--- src/power_sequencing_fsm_assert.svh ---
// Assertion macros used by the power sequencer RTL.
`ifndef POWER_SEQUENCING_FSM_ASSERT_SVH
`define POWER_SEQUENCING_FSM_ASSERT_SVH

// The consequent must hold in the same cycle as the antecedent.
`define PSF_ASSERT_NOW(label, ante, cons, msg) \
  label: assert property (@(posedge clk) disable iff (!rst_n) (ante) |-> (cons)) \
    else $error(msg);

// The consequent must hold in the cycle after the antecedent.
`define PSF_ASSERT_NEXT(label, ante, cons, msg) \
  label: assert property (@(posedge clk) disable iff (!rst_n) (ante) |=> (cons)) \
    else $error(msg);

`endif

--- src/psf_pkg.sv ---
// Types, codes and state-entry functions of the power sequencer.
package psf_pkg;

  // Sequencer states, one-hot.
  typedef enum logic [8:0] {
    ST_UNINIT       = 9'b000000001,
    ST_STARTING     = 9'b000000010,
    ST_WAITING      = 9'b000000100,
    ST_LINKLOSS     = 9'b000001000,
    ST_CARDLOST     = 9'b000010000,
    ST_ACTIVATING   = 9'b000100000,
    ST_ACTIVE       = 9'b001000000,
    ST_DEACTIVATING = 9'b010000000,
    ST_STANDBY      = 9'b100000000
  } state_t;

  // Numeric state codes as they appear on the result channel.
  localparam logic [3:0] CODE_UNINIT       = 4'd0;
  localparam logic [3:0] CODE_STARTING     = 4'd1;
  localparam logic [3:0] CODE_WAITING      = 4'd2;
  localparam logic [3:0] CODE_LINKLOSS     = 4'd3;
  localparam logic [3:0] CODE_CARDLOST     = 4'd4;
  localparam logic [3:0] CODE_ACTIVATING   = 4'd5;
  localparam logic [3:0] CODE_ACTIVE       = 4'd6;
  localparam logic [3:0] CODE_DEACTIVATING = 4'd7;
  localparam logic [3:0] CODE_STANDBY      = 4'd8;

  // Event codes; the unused codes fall to a default arm.
  typedef enum logic [3:0] {
    EV_KICKOFF    = 4'd0,
    EV_POLL       = 4'd1,
    EV_PRESS      = 4'd2,
    EV_LINK_LOST  = 4'd3,
    EV_LINK_UP    = 4'd4,
    EV_CARD_GONE  = 4'd5,
    EV_CARD_READY = 4'd6,
    EV_AUDIO      = 4'd7,
    EV_DEINIT     = 4'd8
  } event_t;

  // LED modes.
  localparam logic [1:0] LED_OFF  = 2'd0;
  localparam logic [1:0] LED_ON   = 2'd1;
  localparam logic [1:0] LED_WAIT = 2'd2;

  // Audio unit commands.
  localparam logic [1:0] CMD_ACT_NONE     = 2'd0;
  localparam logic [1:0] CMD_ACT_PLAIN    = 2'd1;
  localparam logic [1:0] CMD_ACT_REOPEN   = 2'd2;
  localparam logic [1:0] CMD_DEACT_NONE   = 2'd0;
  localparam logic [1:0] CMD_DEACT_RAMP   = 2'd1;
  localparam logic [1:0] CMD_DEACT_NORAMP = 2'd2;

  // Audio unit states reported with each event.
  localparam logic [1:0] AU_ACTIVATED   = 2'd1;
  localparam logic [1:0] AU_DEACTIVATED = 2'd2;

  // One input item.
  typedef struct packed {
    logic [3:0] action;
    logic       sources_ready;
    logic       link_connected;
    logic       card_present;
    logic [1:0] audio_state;
  } psf_in_t;

  // One result item.
  typedef struct packed {
    logic [3:0] fsm_state;
    logic       amp_on;
    logic [1:0] led_mode;
    logic [1:0] activate_cmd;
    logic [1:0] deactivate_cmd;
    logic       powered;
    logic       is_active;
    logic       power_remembered;
  } psf_out_t;

  // Sequencer context: persistent state plus the commands of this step.
  typedef struct packed {
    state_t     mode;
    logic       reopen;
    logic       pmem;
    logic       amp;
    logic [1:0] led;
    logic [1:0] cmd_act;
    logic [1:0] cmd_deact;
  } psf_ctx_t;

  function automatic logic [3:0] state_code(state_t s);
    logic [3:0] code;
    unique case (s)
      ST_UNINIT:       code = CODE_UNINIT;
      ST_STARTING:     code = CODE_STARTING;
      ST_WAITING:      code = CODE_WAITING;
      ST_LINKLOSS:     code = CODE_LINKLOSS;
      ST_CARDLOST:     code = CODE_CARDLOST;
      ST_ACTIVATING:   code = CODE_ACTIVATING;
      ST_ACTIVE:       code = CODE_ACTIVE;
      ST_DEACTIVATING: code = CODE_DEACTIVATING;
      ST_STANDBY:      code = CODE_STANDBY;
      default:         code = CODE_UNINIT;
    endcase
    return code;
  endfunction

  function automatic psf_ctx_t go_standby(psf_ctx_t c);
    psf_ctx_t r;
    r      = c;
    r.amp  = 1'b0;
    r.led  = LED_OFF;
    r.mode = ST_STANDBY;
    return r;
  endfunction

  // Power up the amplifier and ask the audio unit to start.
  function automatic psf_ctx_t go_activating(psf_ctx_t c, logic [1:0] au);
    psf_ctx_t r;
    r         = c;
    r.amp     = 1'b1;
    r.led     = LED_ON;
    r.pmem    = 1'b1;
    r.cmd_act = c.reopen ? CMD_ACT_REOPEN : CMD_ACT_PLAIN;
    r.reopen  = 1'b0;
    r.mode    = (au == AU_ACTIVATED) ? ST_ACTIVE : ST_ACTIVATING;
    return r;
  endfunction

  function automatic psf_ctx_t go_waiting(psf_ctx_t c, logic lnk, logic card,
                                          logic [1:0] au);
    psf_ctx_t r;
    r      = c;
    r.mode = ST_WAITING;
    r.led  = LED_WAIT;
    if (lnk && card) begin
      r = go_activating(r, au);
    end
    return r;
  endfunction

  function automatic psf_ctx_t go_deactivating(psf_ctx_t c, logic [1:0] au);
    psf_ctx_t r;
    r           = c;
    r.pmem      = 1'b0;
    r.cmd_deact = CMD_DEACT_RAMP;
    r.mode      = ST_DEACTIVATING;
    if (au == AU_DEACTIVATED) begin
      r = go_standby(r);
    end
    return r;
  endfunction

  // Shut the audio down after a lost link or card, then wait if already down.
  function automatic psf_ctx_t go_loss(psf_ctx_t c, logic [1:0] kind, state_t st,
                                       logic lnk, logic card, logic [1:0] au);
    psf_ctx_t r;
    r           = c;
    r.cmd_deact = kind;
    r.mode      = st;
    if (au == AU_DEACTIVATED) begin
      r = go_waiting(r, lnk, card, au);
    end
    return r;
  endfunction

  function automatic psf_ctx_t startup_done(psf_ctx_t c, logic lnk, logic card,
                                            logic [1:0] au);
    psf_ctx_t r;
    if (lnk) begin
      r = c.pmem ? go_activating(c, au) : go_standby(c);
    end else begin
      r = go_waiting(c, lnk, card, au);
    end
    return r;
  endfunction

endpackage

--- src/psf_step.sv ---
// Transition logic of the power sequencer: one event in, next context and result out.
module psf_step
  import psf_pkg::*;
(
  input  psf_ctx_t cur,
  input  psf_in_t  item,
  output psf_ctx_t nxt,
  output psf_out_t res
);

  psf_ctx_t c;
  psf_ctx_t n;
  event_t   ev;
  logic     srcs;
  logic     lnk;
  logic     card;
  logic [1:0] au;

  assign ev   = event_t'(item.action);
  assign srcs = item.sources_ready;
  assign lnk  = item.link_connected;
  assign card = item.card_present;
  assign au   = item.audio_state;

  // Dispatch the event and run any chain of state entries it triggers.
  always_comb begin
    c           = cur;
    c.cmd_act   = CMD_ACT_NONE;
    c.cmd_deact = CMD_DEACT_NONE;
    n           = c;
    unique case (ev) inside
      EV_KICKOFF: begin
        n.mode = ST_STARTING;
        if (srcs) begin
          n = startup_done(n, lnk, card, au);
        end
      end
      EV_POLL: begin
        if (c.mode == ST_STARTING && srcs) begin
          n = startup_done(c, lnk, card, au);
        end
      end
      EV_PRESS: begin
        if (c.mode == ST_STANDBY) begin
          n = go_waiting(c, lnk, card, au);
        end else if (c.mode == ST_WAITING) begin
          n = go_standby(c);
        end else if (c.mode == ST_LINKLOSS || c.mode == ST_CARDLOST) begin
          n.mode = ST_DEACTIVATING;
        end else if (c.mode == ST_ACTIVATING || c.mode == ST_ACTIVE) begin
          n = go_deactivating(c, au);
        end
      end
      EV_LINK_LOST: begin
        if (c.mode != ST_STANDBY) begin
          n = go_loss(c, CMD_DEACT_RAMP, ST_LINKLOSS, lnk, card, au);
        end
      end
      EV_LINK_UP, EV_CARD_READY: begin
        if (c.mode == ST_WAITING && lnk && card) begin
          n = go_activating(c, au);
        end
      end
      EV_CARD_GONE: begin
        n.reopen = 1'b1;
        if (c.mode != ST_STANDBY) begin
          n = go_loss(n, CMD_DEACT_NORAMP, ST_CARDLOST, lnk, card, au);
        end
      end
      EV_AUDIO: begin
        if (c.mode == ST_ACTIVATING && au == AU_ACTIVATED) begin
          n.mode = ST_ACTIVE;
        end else if (c.mode == ST_DEACTIVATING && au == AU_DEACTIVATED) begin
          n = go_standby(c);
        end else if ((c.mode == ST_LINKLOSS || c.mode == ST_CARDLOST) &&
                     au == AU_DEACTIVATED) begin
          n = go_waiting(c, lnk, card, au);
        end
      end
      EV_DEINIT: begin
        n.mode = ST_UNINIT;
      end
      default: begin
        n = c;
      end
    endcase
  end

  assign nxt = n;

  // Result fields follow the context after the step.
  always_comb begin
    res.fsm_state        = state_code(n.mode);
    res.amp_on           = n.amp;
    res.led_mode         = n.led;
    res.activate_cmd     = n.cmd_act;
    res.deactivate_cmd   = n.cmd_deact;
    res.powered          = (n.mode != ST_STANDBY) && (n.mode != ST_DEACTIVATING);
    res.is_active        = (n.mode == ST_ACTIVE);
    res.power_remembered = n.pmem;
  end

endmodule

--- src/power_sequencing_fsm.sv ---
// Power sequencer top level: input stage, sequencer state and result register.
//
// Events enter on the in_ channel (in_valid/in_ready, payload in_data) and
// each one produces exactly one result on the out_ channel (out_valid/
// out_ready, payload out_data) carrying the new state, amplifier and LED
// levels and any activate or deactivate command issued for that event.
// A transfer lands in the input register; the transition logic then runs
// through the whole entry chain and the result register loads once the
// result slot is free, so out_valid rises and the result can transfer to
// the receiver. The block takes one event per cycle while out_ready stays
// high, set by the single pass through the transition logic between the
// input and result registers.
// cfg_we with cfg_wdata loads the remembered power-on flag; write it only
// while no event is in flight.
// Reset (rst_n low, synchronous) empties both registers and puts the
// sequencer in the uninitialized state with the reopen flag set and the
// remembered power-on flag cleared.
// When the receiver holds out_ready low the result waits in its register;
// one more event can still enter the input register and then in_ready drops.
module power_sequencing_fsm
  import psf_pkg::*;
(
  input  logic     clk,
  input  logic     rst_n,
  input  logic     in_valid,
  output logic     in_ready,
  input  psf_in_t  in_data,
  output logic     out_valid,
  input  logic     out_ready,
  output psf_out_t out_data,
  input  logic     cfg_we,
  input  logic     cfg_wdata
);

`include "power_sequencing_fsm_assert.svh"

  logic     in_valid_r;
  psf_in_t  in_item_r;
  logic     out_valid_r;
  psf_out_t out_item_r;
  state_t   state_r;
  logic     reopen_r;
  logic     pmem_r;
  logic     amp_r;
  logic [1:0] led_r;

  logic     out_free;
  logic     adv;
  psf_ctx_t cur_ctx;
  psf_ctx_t step_nxt;
  psf_out_t step_res;

  // Handshake: the step fires when an event waits and the result slot frees.
  assign out_free = !out_valid_r || out_ready;
  assign adv      = in_valid_r && out_free;
  assign in_ready = !in_valid_r || adv;

  // Input register.
  always_ff @(posedge clk) begin
    if (!rst_n) begin
      in_valid_r <= 1'b0;
    end else if (in_ready) begin
      in_valid_r <= in_valid;
    end
  end

  always_ff @(posedge clk) begin
    if (in_valid && in_ready) begin
      in_item_r <= in_data;
    end
  end

  // Current sequencer context.
  always_comb begin
    cur_ctx.mode      = state_r;
    cur_ctx.reopen    = reopen_r;
    cur_ctx.pmem      = pmem_r;
    cur_ctx.amp       = amp_r;
    cur_ctx.led       = led_r;
    cur_ctx.cmd_act   = CMD_ACT_NONE;
    cur_ctx.cmd_deact = CMD_DEACT_NONE;
  end

  psf_step u_step (
    .cur  (cur_ctx),
    .item (in_item_r),
    .nxt  (step_nxt),
    .res  (step_res)
  );

  // Sequencer state; a configuration write reloads the power memory.
  always_ff @(posedge clk) begin
    if (!rst_n) begin
      state_r  <= ST_UNINIT;
      reopen_r <= 1'b1;
      pmem_r   <= 1'b0;
      amp_r    <= 1'b0;
      led_r    <= LED_OFF;
    end else begin
      if (adv) begin
        state_r  <= step_nxt.mode;
        reopen_r <= step_nxt.reopen;
        amp_r    <= step_nxt.amp;
        led_r    <= step_nxt.led;
      end
      if (cfg_we) begin
        pmem_r <= cfg_wdata;
      end else if (adv) begin
        pmem_r <= step_nxt.pmem;
      end
    end
  end

  // Result register.
  always_ff @(posedge clk) begin
    if (!rst_n) begin
      out_valid_r <= 1'b0;
    end else if (out_free) begin
      out_valid_r <= adv;
    end
  end

  always_ff @(posedge clk) begin
    if (adv) begin
      out_item_r <= step_res;
    end
  end

  assign out_valid = out_valid_r;
  assign out_data  = out_item_r;

  // Checks on the pipeline control and the sequencer state.
  `PSF_ASSERT_NEXT(a_step_gives_result, adv, out_valid_r, "step did not load a result")
  `PSF_ASSERT_NEXT(a_held_event_kept, in_valid_r && !adv,
                   in_valid_r && $stable(in_item_r), "waiting event was lost")
  `PSF_ASSERT_NEXT(a_state_only_on_step, !adv,
                   $stable(state_r) && $stable(reopen_r), "state moved without a step")
  `PSF_ASSERT_NEXT(a_activate_sets_flags, adv && !cfg_we && step_res.activate_cmd != CMD_ACT_NONE,
                   amp_r && pmem_r && !reopen_r, "activation left flags wrong")
  `PSF_ASSERT_NOW(a_ready_when_empty, !in_ready, in_valid_r, "input stage stalled while empty")

endmodule
--- config.mk ---
export PLATFORM = sky130hd
export DESIGN_NAME = power_sequencing_fsm
export DESIGN_NICKNAME = d
export VERILOG_FILES = /design/src/psf_pkg.sv /design/src/psf_step.sv /design/src/power_sequencing_fsm.sv
export VERILOG_INCLUDE_DIRS = /design/src /design/src/src
export SDC_FILE = /design/constraint.sdc
export NUM_CORES = 1
export LEC_CHECK = 0
export BUFFER_PORTS_ARGS = -buffer_cell sky130_fd_sc_hd__buf_2
export CAP_MARGIN = 10
export CORE_ASPECT_RATIO = 0.5
export CORE_MARGIN = 4
export CORE_UTILIZATION = 30
export CTS_CLUSTER_SIZE = 40
export DETAILED_ROUTE_END_ITERATION = 6
export GPL_TIMING_DRIVEN = 0
export SLEW_MARGIN = 20
export SYNTH_ARGS = -nofsm -noshare
export SYNTH_HDL_FRONTEND = slang
export SYNTH_HIERARCHICAL = 1
export SYNTH_SLANG_ARGS = --single-unit
--- constraint.sdc ---
create_clock -name clk -period 3.9 [get_ports clk]
set_clock_uncertainty 0.05 [all_clocks]
set_input_delay 0.78 -clock clk [delete_from_list [all_inputs] [get_ports clk]]
set_output_delay 0.78 -clock clk [all_outputs]
set_load 0.02 [all_outputs]
Yosys cells after proc, flatten, opt, wreduce, memory -nomap -nowiden --
Index checks and enable logic that the tools add are counted.
Word-level totals: logic and storage cells 109, register bits 39, output and inout port bits 16
Operators by class: eq/ne operators 39, multiplexer cells 29, reductions and logical operators 21
Operators with widths (count):
- 18-bit two-way mux | 18
- 9-bit one-hot mux with 8 select lines | 1
- 9-bit one-hot mux with 7 select lines | 1
- 9-bit two-way mux | 4
- 4-bit one-hot mux with 8 select lines | 1
- 9-bit by 2-bit == test with 1-bit output, second input constant | 2
- 9-bit by 3-bit == test with 1-bit output, second input constant | 2
- 9-bit by 4-bit == test with 1-bit output, second input constant | 2
- 9-bit by 5-bit == test with 1-bit output, second input constant | 2
- 9-bit by 6-bit == test with 1-bit output, second input constant | 2
- 9-bit by 7-bit == test with 1-bit output, second input constant | 2
- 9-bit by 8-bit == test with 1-bit output, second input constant | 2
- 9-bit == test, second input constant | 2
- 9-bit != test, second input constant | 2
- 4-bit by 3-bit == test with 1-bit output, second input constant | 4
- 2-bit != test, second input constant | 7
- 12-bit AND reduction | 1
- 1-bit logical AND | 10
- 9-bit by 8-bit != test with 1-bit output, second input constant | 1
- 4-bit by 2-bit == test with 1-bit output, second input constant | 2
- 7-bit two-way mux | 1
- 7-bit nonzero test | 1
- 2-bit by 1-bit != test with 1-bit output, second input constant | 3
- 4-bit by 1-bit == test with 1-bit output, second input constant | 1
- other kinds (10) | 15

Depth between registers and ports, before layout --
Gate-level depths: netlist of the first run.
word-level depth 9, depth in mapped cells 11, depth with buffers taken out 10

By module --
The synthesis of the first run kept the hierarchy.
By module, submodules not included:
- psf_step | sequential area each 0.0 um^2, cells each 239, instances 1, area each 1550.2 um^2
- power_sequencing_fsm | sequential area each 1011.0 um^2, cells each 99, instances 1, area each 1417.6 um^2

Worst setup path before layout of the first run --
Ideal clock, no wire load.
path type reg-to-reg, start register in_item_r[6] in the netlist's numbering, end register out_item_r, in the netlist out_data[12], data pin, setup slack 1.003 ns, path buffers 2, clock period less this slack 2.897 ns, arrival time 2.587 ns, stages on the path, launching flop included 11, cell sequence edfxtp_1 clkbuf_1 nor3_1 nor2b_1 a2111o_1 or3_1 a221o_1 buf_6 xor2_1 nor2_1 o311a_1
RTL lines:
- start: declaration | RTL line power_sequencing_fsm.sv:38 | psf_in_t in_item_r;
- start signal: assignment | RTL line power_sequencing_fsm.sv:69 | in_item_r <= in_data;
- end signal: assignment | RTL line power_sequencing_fsm.sv:125 | out_item_r <= step_res;
- end: declaration | RTL line power_sequencing_fsm.sv:40 | psf_out_t out_item_r;

==> results.txt, run 1 <==
outcome: completed
Period minus WS final: 3.51 ns
RSZ-0062 raised after global routing: false
TNS Setup: 0 ns
share of post-route cells with drive strength above 1: 24.5%
CP delay by family, top: simple AND/OR/NAND/NOR gates
VDD IR max: 149 uV
synthesized area per cell: 8.80 um2
switching share of power: 25.4%
GPL Wtd Cong: 0.951
Clock power frac: 42.2%
crit-path cells: clkbuf_1 -> nor3_1 -> nor2b_1 -> a2111o_1 -> o41ai_2 -> nand4_2 -> or2_1 -> nor4_1 -> and3_1
mapped cell area: 2960 um2
IO Port Bufs: 30
nets@finish: 389
vias in the first global route: 2623
count of final max-slew check failures: 0
pwr/cell area: 317 nW/um2
core outline area: 9540 um2
clock tree buffer depth: 2
most common cell after layout, fill and taps aside: buf_2
most frequent cells in the layout: buf_2 (32), nor2_1 (28), edfxtp_1 (23)
die width: 149 um
initial core utilization: 31.1%
critical path endpoint category: flip-flop
CP bufs+invs: 1
Post-Synthesis Cells: 337
DR vias/cell: 5.43
routed wire length: 8670 um
Die H: 78.3 um
Critical Path Source Type: flip-flop
area delta synth->final: 16.6%
initial antenna violation count: 0
Clock transition at path regs: 0.06 ns
worst hold path class: reg -> reg
Comb power frac: 15.4%
First DRT Iteration DRCs: 234
overall global routing resource usage: 15.3%
final setup violation count: 0
period utilization: 90.0%
area occupied by multi-input gates: 1730 um2
placed wire-length estimate: 6610 um
via count: 2768
Seq pwr share: 42.5%
postcts setup bufs: 0
Num CTS Buffers: 5
root buf cell: clkbuf_16
largest net degree at the start of global routing: 15
cts repair resizes: 0
warnings from Yosys: 6
Slew @ Worst Pin: 1.03 ns
TritonRoute pass-1 iters: 5
wire per inst: 17.0 um
Crit path arrival time: 3.62 ns
Congestion Overflow GR: 0
CP max stage cell: a2111o_1
fillers: 970
Crit Path Max Fanout: 9
area of the die: 11600 um2
Routed Antenna Nets: 0
Rel. slew slack: 31.0%
crit path kind: reg -> reg
Synthesized Nets: 352
max-cap violation count: 0
FP Rows: 25
register area: 1010 um2
slowest cell delay on critical path: 0.50 ns
Hold Buf Count CTS: 0
P_leak: 0.00133 uW
Power Internal: 815 uW
Worst-Skew Late Latency: 0.29 ns
Max Clk Rate: 285 MHz
fin util: 36.2%
H-tree Lvls: 2
flop-to-flop setup slack: 0.39 ns
Worst Path Required: 4.01 ns
final-report hold violation count: 0
clock sink count: 39
CTS tree: yes
first-pass GRT wire length: 14100 um
switching power: 278 uW
post-route DRC violation count: 0
antenna cells: 0
I/O pin cnt: 31
## area by class of cell
| type | count | share of cell area (%) |
|---|---|---|
| timing repair buffer | 30 | 4.34 |
| clock buffer | 5 | 3.62 |
| inverter | 8 | 0.869 |
| multi-input combinational | 258 | 50.0 |
| buffer | 32 | 5.87 |
| clock inverter | 3 | 1.12 |
| tap | 135 | 4.89 |
| sequential | 39 | 29.3 |
## per-layer routing
layer  vias to the layer above  wire length, um  GRT usage, %
li1                       1352                -             -
met1                      1253             4040          21.6
met2                       149             3500          22.3
met3                        14              953          4.33
met4                         0              177          5.25
met5                         -                0             0
## registers in the layout (all words and copies together) (netlist names)
name        cells
out_data       14
reopen_r        1
in_valid_r      1
amp_r           1
state_r         9
in_item_r       9
led_r           2
pmem_r          1
out_valid       1
## power by group through the flow
stage	clock (uW)	sequential [uW]	combinational (uW)
detailed placement	0	473	164
global placement	0	473	163
finish	462	464	168
floorplan	0	479	110
CTS	472	464	164
global route	491	466	185
## tightest hold or removal path: stages, from the launching register on
cell and delay (ns):
dfxtp_1 0.32, o21ai_2 0.06, a21boi_2 0.05
## path summary, 6_finish.rpt
path                                         startpoint                      end  depth (start not counted)
worst max-delay path             in_item_r[6]$_DFFE_PP_   out_data[13]$_DFFE_PP_                          9
worst min-delay path            state_r[2]$_SDFFE_PN0P_  state_r[2]$_SDFFE_PN0P_                          2
worst max register to register   in_item_r[6]$_DFFE_PP_   out_data[13]$_DFFE_PP_                          9
worst min register to register  state_r[2]$_SDFFE_PN0P_  state_r[2]$_SDFFE_PN0P_                          2
## metrics by stage
step | setup WS, ns | instance area, um2 | total power (uW) | instances | hold slack [ns]
finish | 0.389 | 3460 | 1090 | 510 | 0.419
global placement | 0.320 | 3280 | 636 | 502 | 0.400
floorplan | 1.00 | 2960 | 589 | 337 | 0.393
global route | 0.127 | 3460 | 1140 | 510 | 0.425
CTS | 0.247 | 3450 | 1100 | 510 | 0.417
detailed placement | 0.268 | 3280 | 637 | 502 | 0.409
(Power assumes the default switching activity.)
==> run 2, diff against run 1 <==
--- a/config.mk
+++ b/config.mk
@@ -10,10 +10,12 @@
 export CAP_MARGIN = 10
 export CORE_ASPECT_RATIO = 0.5
 export CORE_MARGIN = 4
-export CORE_UTILIZATION = 30
+export CORE_UTILIZATION = 59
 export CTS_CLUSTER_SIZE = 40
 export DETAILED_ROUTE_END_ITERATION = 6
+export GPL_ROUTABILITY_DRIVEN = 0
 export GPL_TIMING_DRIVEN = 0
+export PLACE_DENSITY = 0.8
 export SLEW_MARGIN = 20
 export SYNTH_ARGS = -nofsm -noshare
 export SYNTH_HDL_FRONTEND = slang
==> run 2 against run 1 <==
Effect of this change:
- the flow now finishes with violations (design-rule violations)
- setup slack worse by 0.13 ns
- critical path depth stayed put
- first-iteration DRC count is 140% higher
- worst hold slack better by 0.012 ns
- sequential share of layout area is 1.3 points higher
- total power is 10% lower
- non-clock buffer count stayed put
- routed wire length is 4.8% lower
- count of clock-buffer cells in the layout stayed put
- final cell count is 14% lower
- largest cell class unchanged
- combinational power hardly changed
- final area is 4.2% lower
==> results.txt, run 2 (synthesis gave the netlist of run 1 again) <==
Period minus WS final: 3.64 ns (+0.132 ns)
RSZ-0062 raised after global routing: false
area of the die: 6290 um2 (-46%)
H-tree Lvls: 2 (unchanged)
share of post-route cells with drive strength above 1: 24.5% (unchanged)
period utilization: 93.4% (+3.4 points)
Comb power frac: 17.0% (+1.6 points)
Clock transition at path regs: 0.09 ns (+0.03 ns)
CP max stage cell: a221oi_1
initial core utilization: 64.2% (+33 points)
met3 routed WL: 1230 um (+29%)
Max Clk Rate: 274 MHz (-3.6%)
failing checks: design-rule violations
root buf cell: clkbuf_8
Power Internal: 707 uW (-13%)
die width: 108 um (-27%)
flop-to-flop setup slack: 0.26 ns (-0.13 ns)
WHS Endpoint: state_r[2]$_SDFFE_PN0P_
postcts setup bufs: 0 (unchanged)
Crit path arrival time: 3.62 ns (about the same)
hold path start: state_r[2]$_SDFFE_PN0P_
max reg flops: 14 (unchanged)
worst-case reg-to-reg path depth: 9 (unchanged)
Hold Crit Depth: 2 (unchanged)
VDD IR max: 146 uV (-1.9%)
IO Port Bufs: 30 (unchanged)
switching share of power: 27.9% (+2.5 points)
wire per inst: 18.7 um (+10%)
first-pass GRT wire length: 13300 um (-5.6%)
final setup violation count: 0 (unchanged)
slowest cell delay on critical path: 0.85 ns (+0.35 ns)
area delta synth->final: 11.7%
max-cap violation count: 0 (unchanged)
crit path kind: reg -> reg
Crit Path Max Fanout: 9 (unchanged)
crit-path cells: clkbuf_1 -> nor4b_1 -> nand4_1 -> a211oi_1 -> a2111oi_0 -> a221oi_1 -> or2_1 -> nand4b_1 -> o31ai_1
core outline area: 4620 um2 (-52%)
overall global routing resource usage: 27.3% (+12 points)
largest net degree at the start of global routing: 15 (unchanged)
CP bufs+invs: 1 (unchanged)
most frequent cells in the layout: buf_2 (32), nor2_1 (28), edfxtp_1 (23)
FF-to-FF End: out_data[10]$_DFFE_PP_
cts repair resizes: 0 (unchanged)
DR top layer: met4
DR vias/cell: 6.66 (+23%)
initial antenna violation count: 0 (unchanged)
FF-to-FF Start: in_item_r[5]$_DFFE_PP_
antenna cells: 0 (unchanged)
outcome: finished, violations left
Metal-1 WL: 3380 um (-16%)
Worst Path Required: 3.87 ns (-0.14 ns)
Num CTS Buffers: 5 (unchanged)
critical path endpoint category: flip-flop
Die H: 58.1 um (-26%)
Congestion Overflow GR: 0 (unchanged)
placed wire-length estimate: 6160 um (-6.8%)
Clock power frac: 35.7% (-6.5 points)
First DRT Iteration DRCs: 554 (+140%)
Worst-Skew Late Latency: 0.30 ns (about the same)
Routed Antenna Nets: 0 (unchanged)
most common cell after layout, fill and taps aside: buf_2
Critical Path Source Type: flip-flop
Place WS: 0.487 ns (+0.219 ns)
nets@finish: 389 (unchanged)
P_leak: 0.00130 uW (-1.8%)
Seq pwr share: 47.3% (+4.8 points)
pwr/cell area: 296 nW/um2 (-6.5%)
CTS tree: yes
FP Rows: 17 (-32%)
routed wire length: 8250 um (-4.8%)
met2 WL: 3450 um (-1.3%)
switching power: 274 uW (-1.6%)
Slew @ Worst Pin: 1.08 ns (+0.0518 ns)
count of final max-slew check failures: 0 (unchanged)
Hold Buf Count CTS: 0 (unchanged)
TNS Setup: 0 ns (unchanged)
post-route DRC violation count: 10 (+10)
CP delay by family, top: compound AO/OA/AOI/OAI gates
vias in the first global route: 2697 (+2.8%)
clock sink count: 39 (unchanged)
Rel. slew slack: 27.6% (-3.5 points)
TritonRoute pass-1 iters: 7 (+2)
clock tree buffer depth: 2 (unchanged)
final-report hold violation count: 0 (unchanged)
via count: 2938 (+6.1%)
I/O pin cnt: 31 (unchanged)
Final Worst Setup Slack: 0.257 ns (-0.132 ns)
worst hold path class: reg -> reg
run 2: cell counts in the layout (fill, tap and decap cells not counted):
No cell type changed its count.
run 2: cell type report:
| class | instances | area [um2] |
|---|---|---|
| inverters | 8 | 30.0 |
| clock inverters | 3 | 43.8 |
| fillers | 377 | 1300 |
| multi-input cells | 258 | 1720 |
| repair buffers | 30 | 150 |
| clock buffers | 5 | 68.8 |
| well taps | 66 | 82.6 |
| plain buffers | 32 | 203 |
| flip-flops and latches | 39 | 1010 |
run 2: through the flow:
| step | power (uW) | hold slack (ns) | instances | utilization, % | cell area (um2) |
|---|---|---|---|---|---|
| global route | 1020 | 0.447 | 441 | 71.8 | 3310 |
| global placement | 629 | 0.398 | 433 | 69.3 | 3200 |
| detailed placement | 634 | 0.417 | 433 | 69.3 | 3200 |
| CTS | 980 | 0.429 | 441 | 71.7 | 3310 |
| finish | 981 | 0.430 | 441 | 71.8 | 3310 |
| floorplan | 589 | 0.393 | 337 | - | 2960 |
run 2: metal layers:
| metal | vias to the layer above | global-route usage, % |
|---|---|---|
| li1 | 1339 | - |
| met1 | 1348 | 36.9 |
| met2 | 219 | 42.0 |
| met3 | 32 | 9.57 |
| met4 | 0 | 6.83 |
| met5 | - | 0 |
run 2: power groups by stage:
stage	Sequential, uW	Clock [uW]	Combinational (uW)
2_1_floorplan	479	0	110
3_3_place_gp	472	0	157
3_5_place_dp	473	0	161
4_1_cts	463	355	161
5_1_grt	466	375	180
6_report	464	350	167
run 2: worst min-delay path, stage by stage (launching register included):
cell and delay (ns):
dfxtp_1 0.33, o21ai_2 0.07, a21boi_2 0.05
run 2: how the worst max path moves through the flow:
stage	startpoint	to	slack, ns	cells after the start
floorplan	in_item_r[6]$_DFFE_PP_	out_data[12]$_DFFE_PP_	1.00	10
global placement	in_item_r[5]$_DFFE_PP_	out_data[10]$_DFFE_PP_	0.56	9
detailed placement	in_item_r[6]$_DFFE_PP_	out_data[10]$_DFFE_PP_	0.49	10
CTS	in_item_r[6]$_DFFE_PP_	out_data[10]$_DFFE_PP_	0.48	10
global route	in_item_r[6]$_DFFE_PP_	out_data[10]$_DFFE_PP_	0.08	10
finish	in_item_r[5]$_DFFE_PP_	out_data[10]$_DFFE_PP_	0.26	9
==> run 3, diff against run 2 <==
--- a/config.mk
+++ b/config.mk
@@ -15,7 +15,7 @@
 export DETAILED_ROUTE_END_ITERATION = 6
 export GPL_ROUTABILITY_DRIVEN = 0
 export GPL_TIMING_DRIVEN = 0
-export PLACE_DENSITY = 0.8
+export PLACE_DENSITY = 0.87
 export SLEW_MARGIN = 20
 export SYNTH_ARGS = -nofsm -noshare
 export SYNTH_HDL_FRONTEND = slang
==> run 3 against run 2 <==
Effect of this change:
- the run still ends with design-rule violations left
- maximum frequency is 1.8% lower
- sequential share of layout area increased by 0.24 points
- total power fell by 7.2%
- sequential power about the same
- flip-flop and latch count did not move
- combinational power about the same
- routed wire length is 0.53% lower
- final cell count is the same
- register-to-register slack lost 0.07 ns
- via count increased by 1.9%
- setup slack got worse by 0.066 ns
- clock power is 21% lower
==> results.txt, run 3 (synthesis gave the netlist of run 1 again) <==
DR vias/cell: 6.79 (+1.9%)
initial core utilization: 64.2% (unchanged)
most frequent cells in the layout: buf_2 (32), nor2_1 (29), edfxtp_1 (23)
global routing usage on met3: 8.23% (-1.3 points)
WHS Endpoint: amp_r$_SDFFE_PN0P_
critical path endpoint category: flip-flop
Hold Crit Depth: 2 (unchanged)
Total Power: 910 uW (-7.2%)
Clock transition at path regs: 0.08 ns (about the same)
routed wire length: 8210 um (-0.53%)
Routed Antenna Nets: 0 (unchanged)
Hold Buf Count CTS: 0 (unchanged)
crit path kind: reg -> reg
nets@finish: 389 (unchanged)
slowest cell delay on critical path: 0.60 ns (-0.25 ns)
fillers: 348 (-7.7%)
H-tree Lvls: 2 (unchanged)
flop-to-flop setup slack: 0.19 ns (-0.07 ns)
Slew @ Worst Pin: 1.07 ns (-0.0126 ns)
placed wire-length estimate: 6020 um (-2.2%)
First DRT Iteration DRCs: 587 (+6.0%)
CTS tree: yes
Seq pwr share: 51.0% (+3.7 points)
pwr/cell area: 277 nW/um2 (-6.5%)
switching share of power: 29.6% (+1.7 points)
vias in the first global route: 2665 (-1.2%)
Rel. slew slack: 28.4% (+0.84 points)
Comb power frac: 18.4% (+1.4 points)
first-pass GRT wire length: 13100 um (-1.9%)
via count: 2994 (+1.9%)
antenna cells: 0 (unchanged)
switching power: 269 uW (-1.7%)
stages on the worst setup path: 9 (unchanged)
final setup violation count: 0 (unchanged)
met1 usage: 37.1% (+0.28 points)
root buf cell: clkbuf_8
CP bufs+invs: 1 (unchanged)
RSZ-0062 raised after global routing: false
outcome: finished, violations left
VDD IR max: 183 uV (+25%)
max reg flops: 14 (unchanged)
die width: 108 um (unchanged)
FF-to-FF End: out_data[2]$_DFFE_PP_
wire per inst: 18.6 um (-0.53%)
FF-to-FF Start: in_item_r[6]$_DFFE_PP_
TritonRoute pass-1 iters: 7 (unchanged)
share of post-route cells with drive strength above 1: 24.3% (-0.27 points)
area delta synth->final: 10.8%
I/O pin cnt: 31 (unchanged)
Crit path arrival time: 3.71 ns (+0.09 ns)
CP max stage cell: nor3_1
CP delay by family, top: simple AND/OR/NAND/NOR gates
period utilization: 95.1% (+1.7 points)
Crit Path Max Fanout: 9 (unchanged)
Critical Path Source Type: flip-flop
Worst Path Required: 3.90 ns (+0.03 ns)
postcts setup bufs: 0 (unchanged)
Num CTS Buffers: 5 (unchanged)
largest net degree at the start of global routing: 15 (unchanged)
register area: 1010 um2 (unchanged)
worst hold path class: reg -> reg
core outline area: 4620 um2 (unchanged)
TNS Setup: 0 ns (unchanged)
area occupied by multi-input gates: 1720 um2 (-0.15%)
post-route DRC violation count: 75 (+65)
gr busiest metal: met2
Clock power frac: 30.5% (-5.2 points)
Congestion Overflow GR: 0 (unchanged)
count of final max-slew check failures: 0 (unchanged)
cts repair resizes: 0 (unchanged)
Period minus WS final: 3.71 ns (+0.0661 ns)
failing checks: design-rule violations
overall global routing resource usage: 26.6% (-0.65 points)
crit-path cells: clkbuf_1 -> nor3_1 -> nor2b_1 -> a2111o_1 -> o41ai_2 -> nand4_2 -> or2_1 -> nor4_1 -> nand2_1
Max Clk Rate: 270 MHz (-1.8%)
initial antenna violation count: 0 (unchanged)
IO Port Bufs: 30 (unchanged)
clock tree buffer depth: 2 (unchanged)
P_leak: 0.00128 uW (-1.4%)
Worst-Skew Late Latency: 0.31 ns (about the same)
worst-case reg-to-reg path depth: 9 (unchanged)
final-report hold violation count: 0 (unchanged)
Die H: 58.1 um (unchanged)
most common cell after layout, fill and taps aside: buf_2
FP Rows: 17 (unchanged)
max-cap violation count: 0 (unchanged)
Power Internal: 641 uW (-9.4%)
area of the die: 6290 um2 (unchanged)
clock sink count: 39 (unchanged)
hold path start: amp_r$_SDFFE_PN0P_
met2 Track Usage GR: 39.8% (-2.2 points)
==> run 3: through the flow <==
| stage | area (um2) | std cells | utilization (%) | setup WS (ns) | hold WS (ns) |
|---|---|---|---|---|---|
| 2_1_floorplan | 2960 | 337 | - | 1.00 | 0.393 |
| 3_3_place_gp | 3200 | 433 | 69.3 | 0.580 | 0.400 |
| 3_5_place_dp | 3200 | 433 | 69.3 | 0.464 | 0.415 |
| 4_1_cts | 3290 | 441 | 71.2 | 0.428 | 0.430 |
| 5_1_grt | 3290 | 441 | 71.2 | 0.0373 | 0.457 |
| 6_report | 3290 | 441 | 71.2 | 0.190 | 0.432 |
==> run 3: how the worst max path moves through the flow <==
stage | from | endpoint | slack, ns
after CTS | in_item_r[6]$_DFFE_PP_ | out_data[12]$_DFFE_PP_ | 0.43
after detailed placement | in_item_r[6]$_DFFE_PP_ | out_data[12]$_DFFE_PP_ | 0.46
after floorplan | in_item_r[6]$_DFFE_PP_ | out_data[12]$_DFFE_PP_ | 1.00
after global placement | in_item_r[6]$_DFFE_PP_ | out_data[12]$_DFFE_PP_ | 0.58
after global routing | in_item_r[6]$_DFFE_PP_ | out_data[2]$_DFFE_PP_ | 0.04
final | in_item_r[6]$_DFFE_PP_ | out_data[2]$_DFFE_PP_ | 0.19
==> run 3: power groups by stage <==
stage               sequential (uW)  combinational (uW)  clock, uW
floorplan                       479                 110          0
global placement                472                 155          0
detailed placement              473                 160          0
CTS                             464                 161        281
global route                    466                 180        304
finish                          464                 168        278
==> run 3: worst min-delay path, cell delays in order, from the launching register on <==
cell	delay [ns]
dfxtp_1	0.31
o21ai_0	0.07
a21boi_1	0.06
==> run 3: layer usage <==
metal,part of all wire (%),vias up
met4,3.9,0
met5,0,-
li1,-,1350
met3,17,53
met2,40,261
met1,40,1330
==> run 3: final cells by class <==
type                            count  share of cell area, %
Multi-Input combinational cell    258                   52.4
Sequential cell                    39                   30.8
Buffer                             32                   6.17
Timing Repair Buffer               30                   4.57
Tap cell                           66                   2.51
Clock buffer                        5                   2.09
Inverter                            8                  0.914
Clock inverter                      3                  0.609
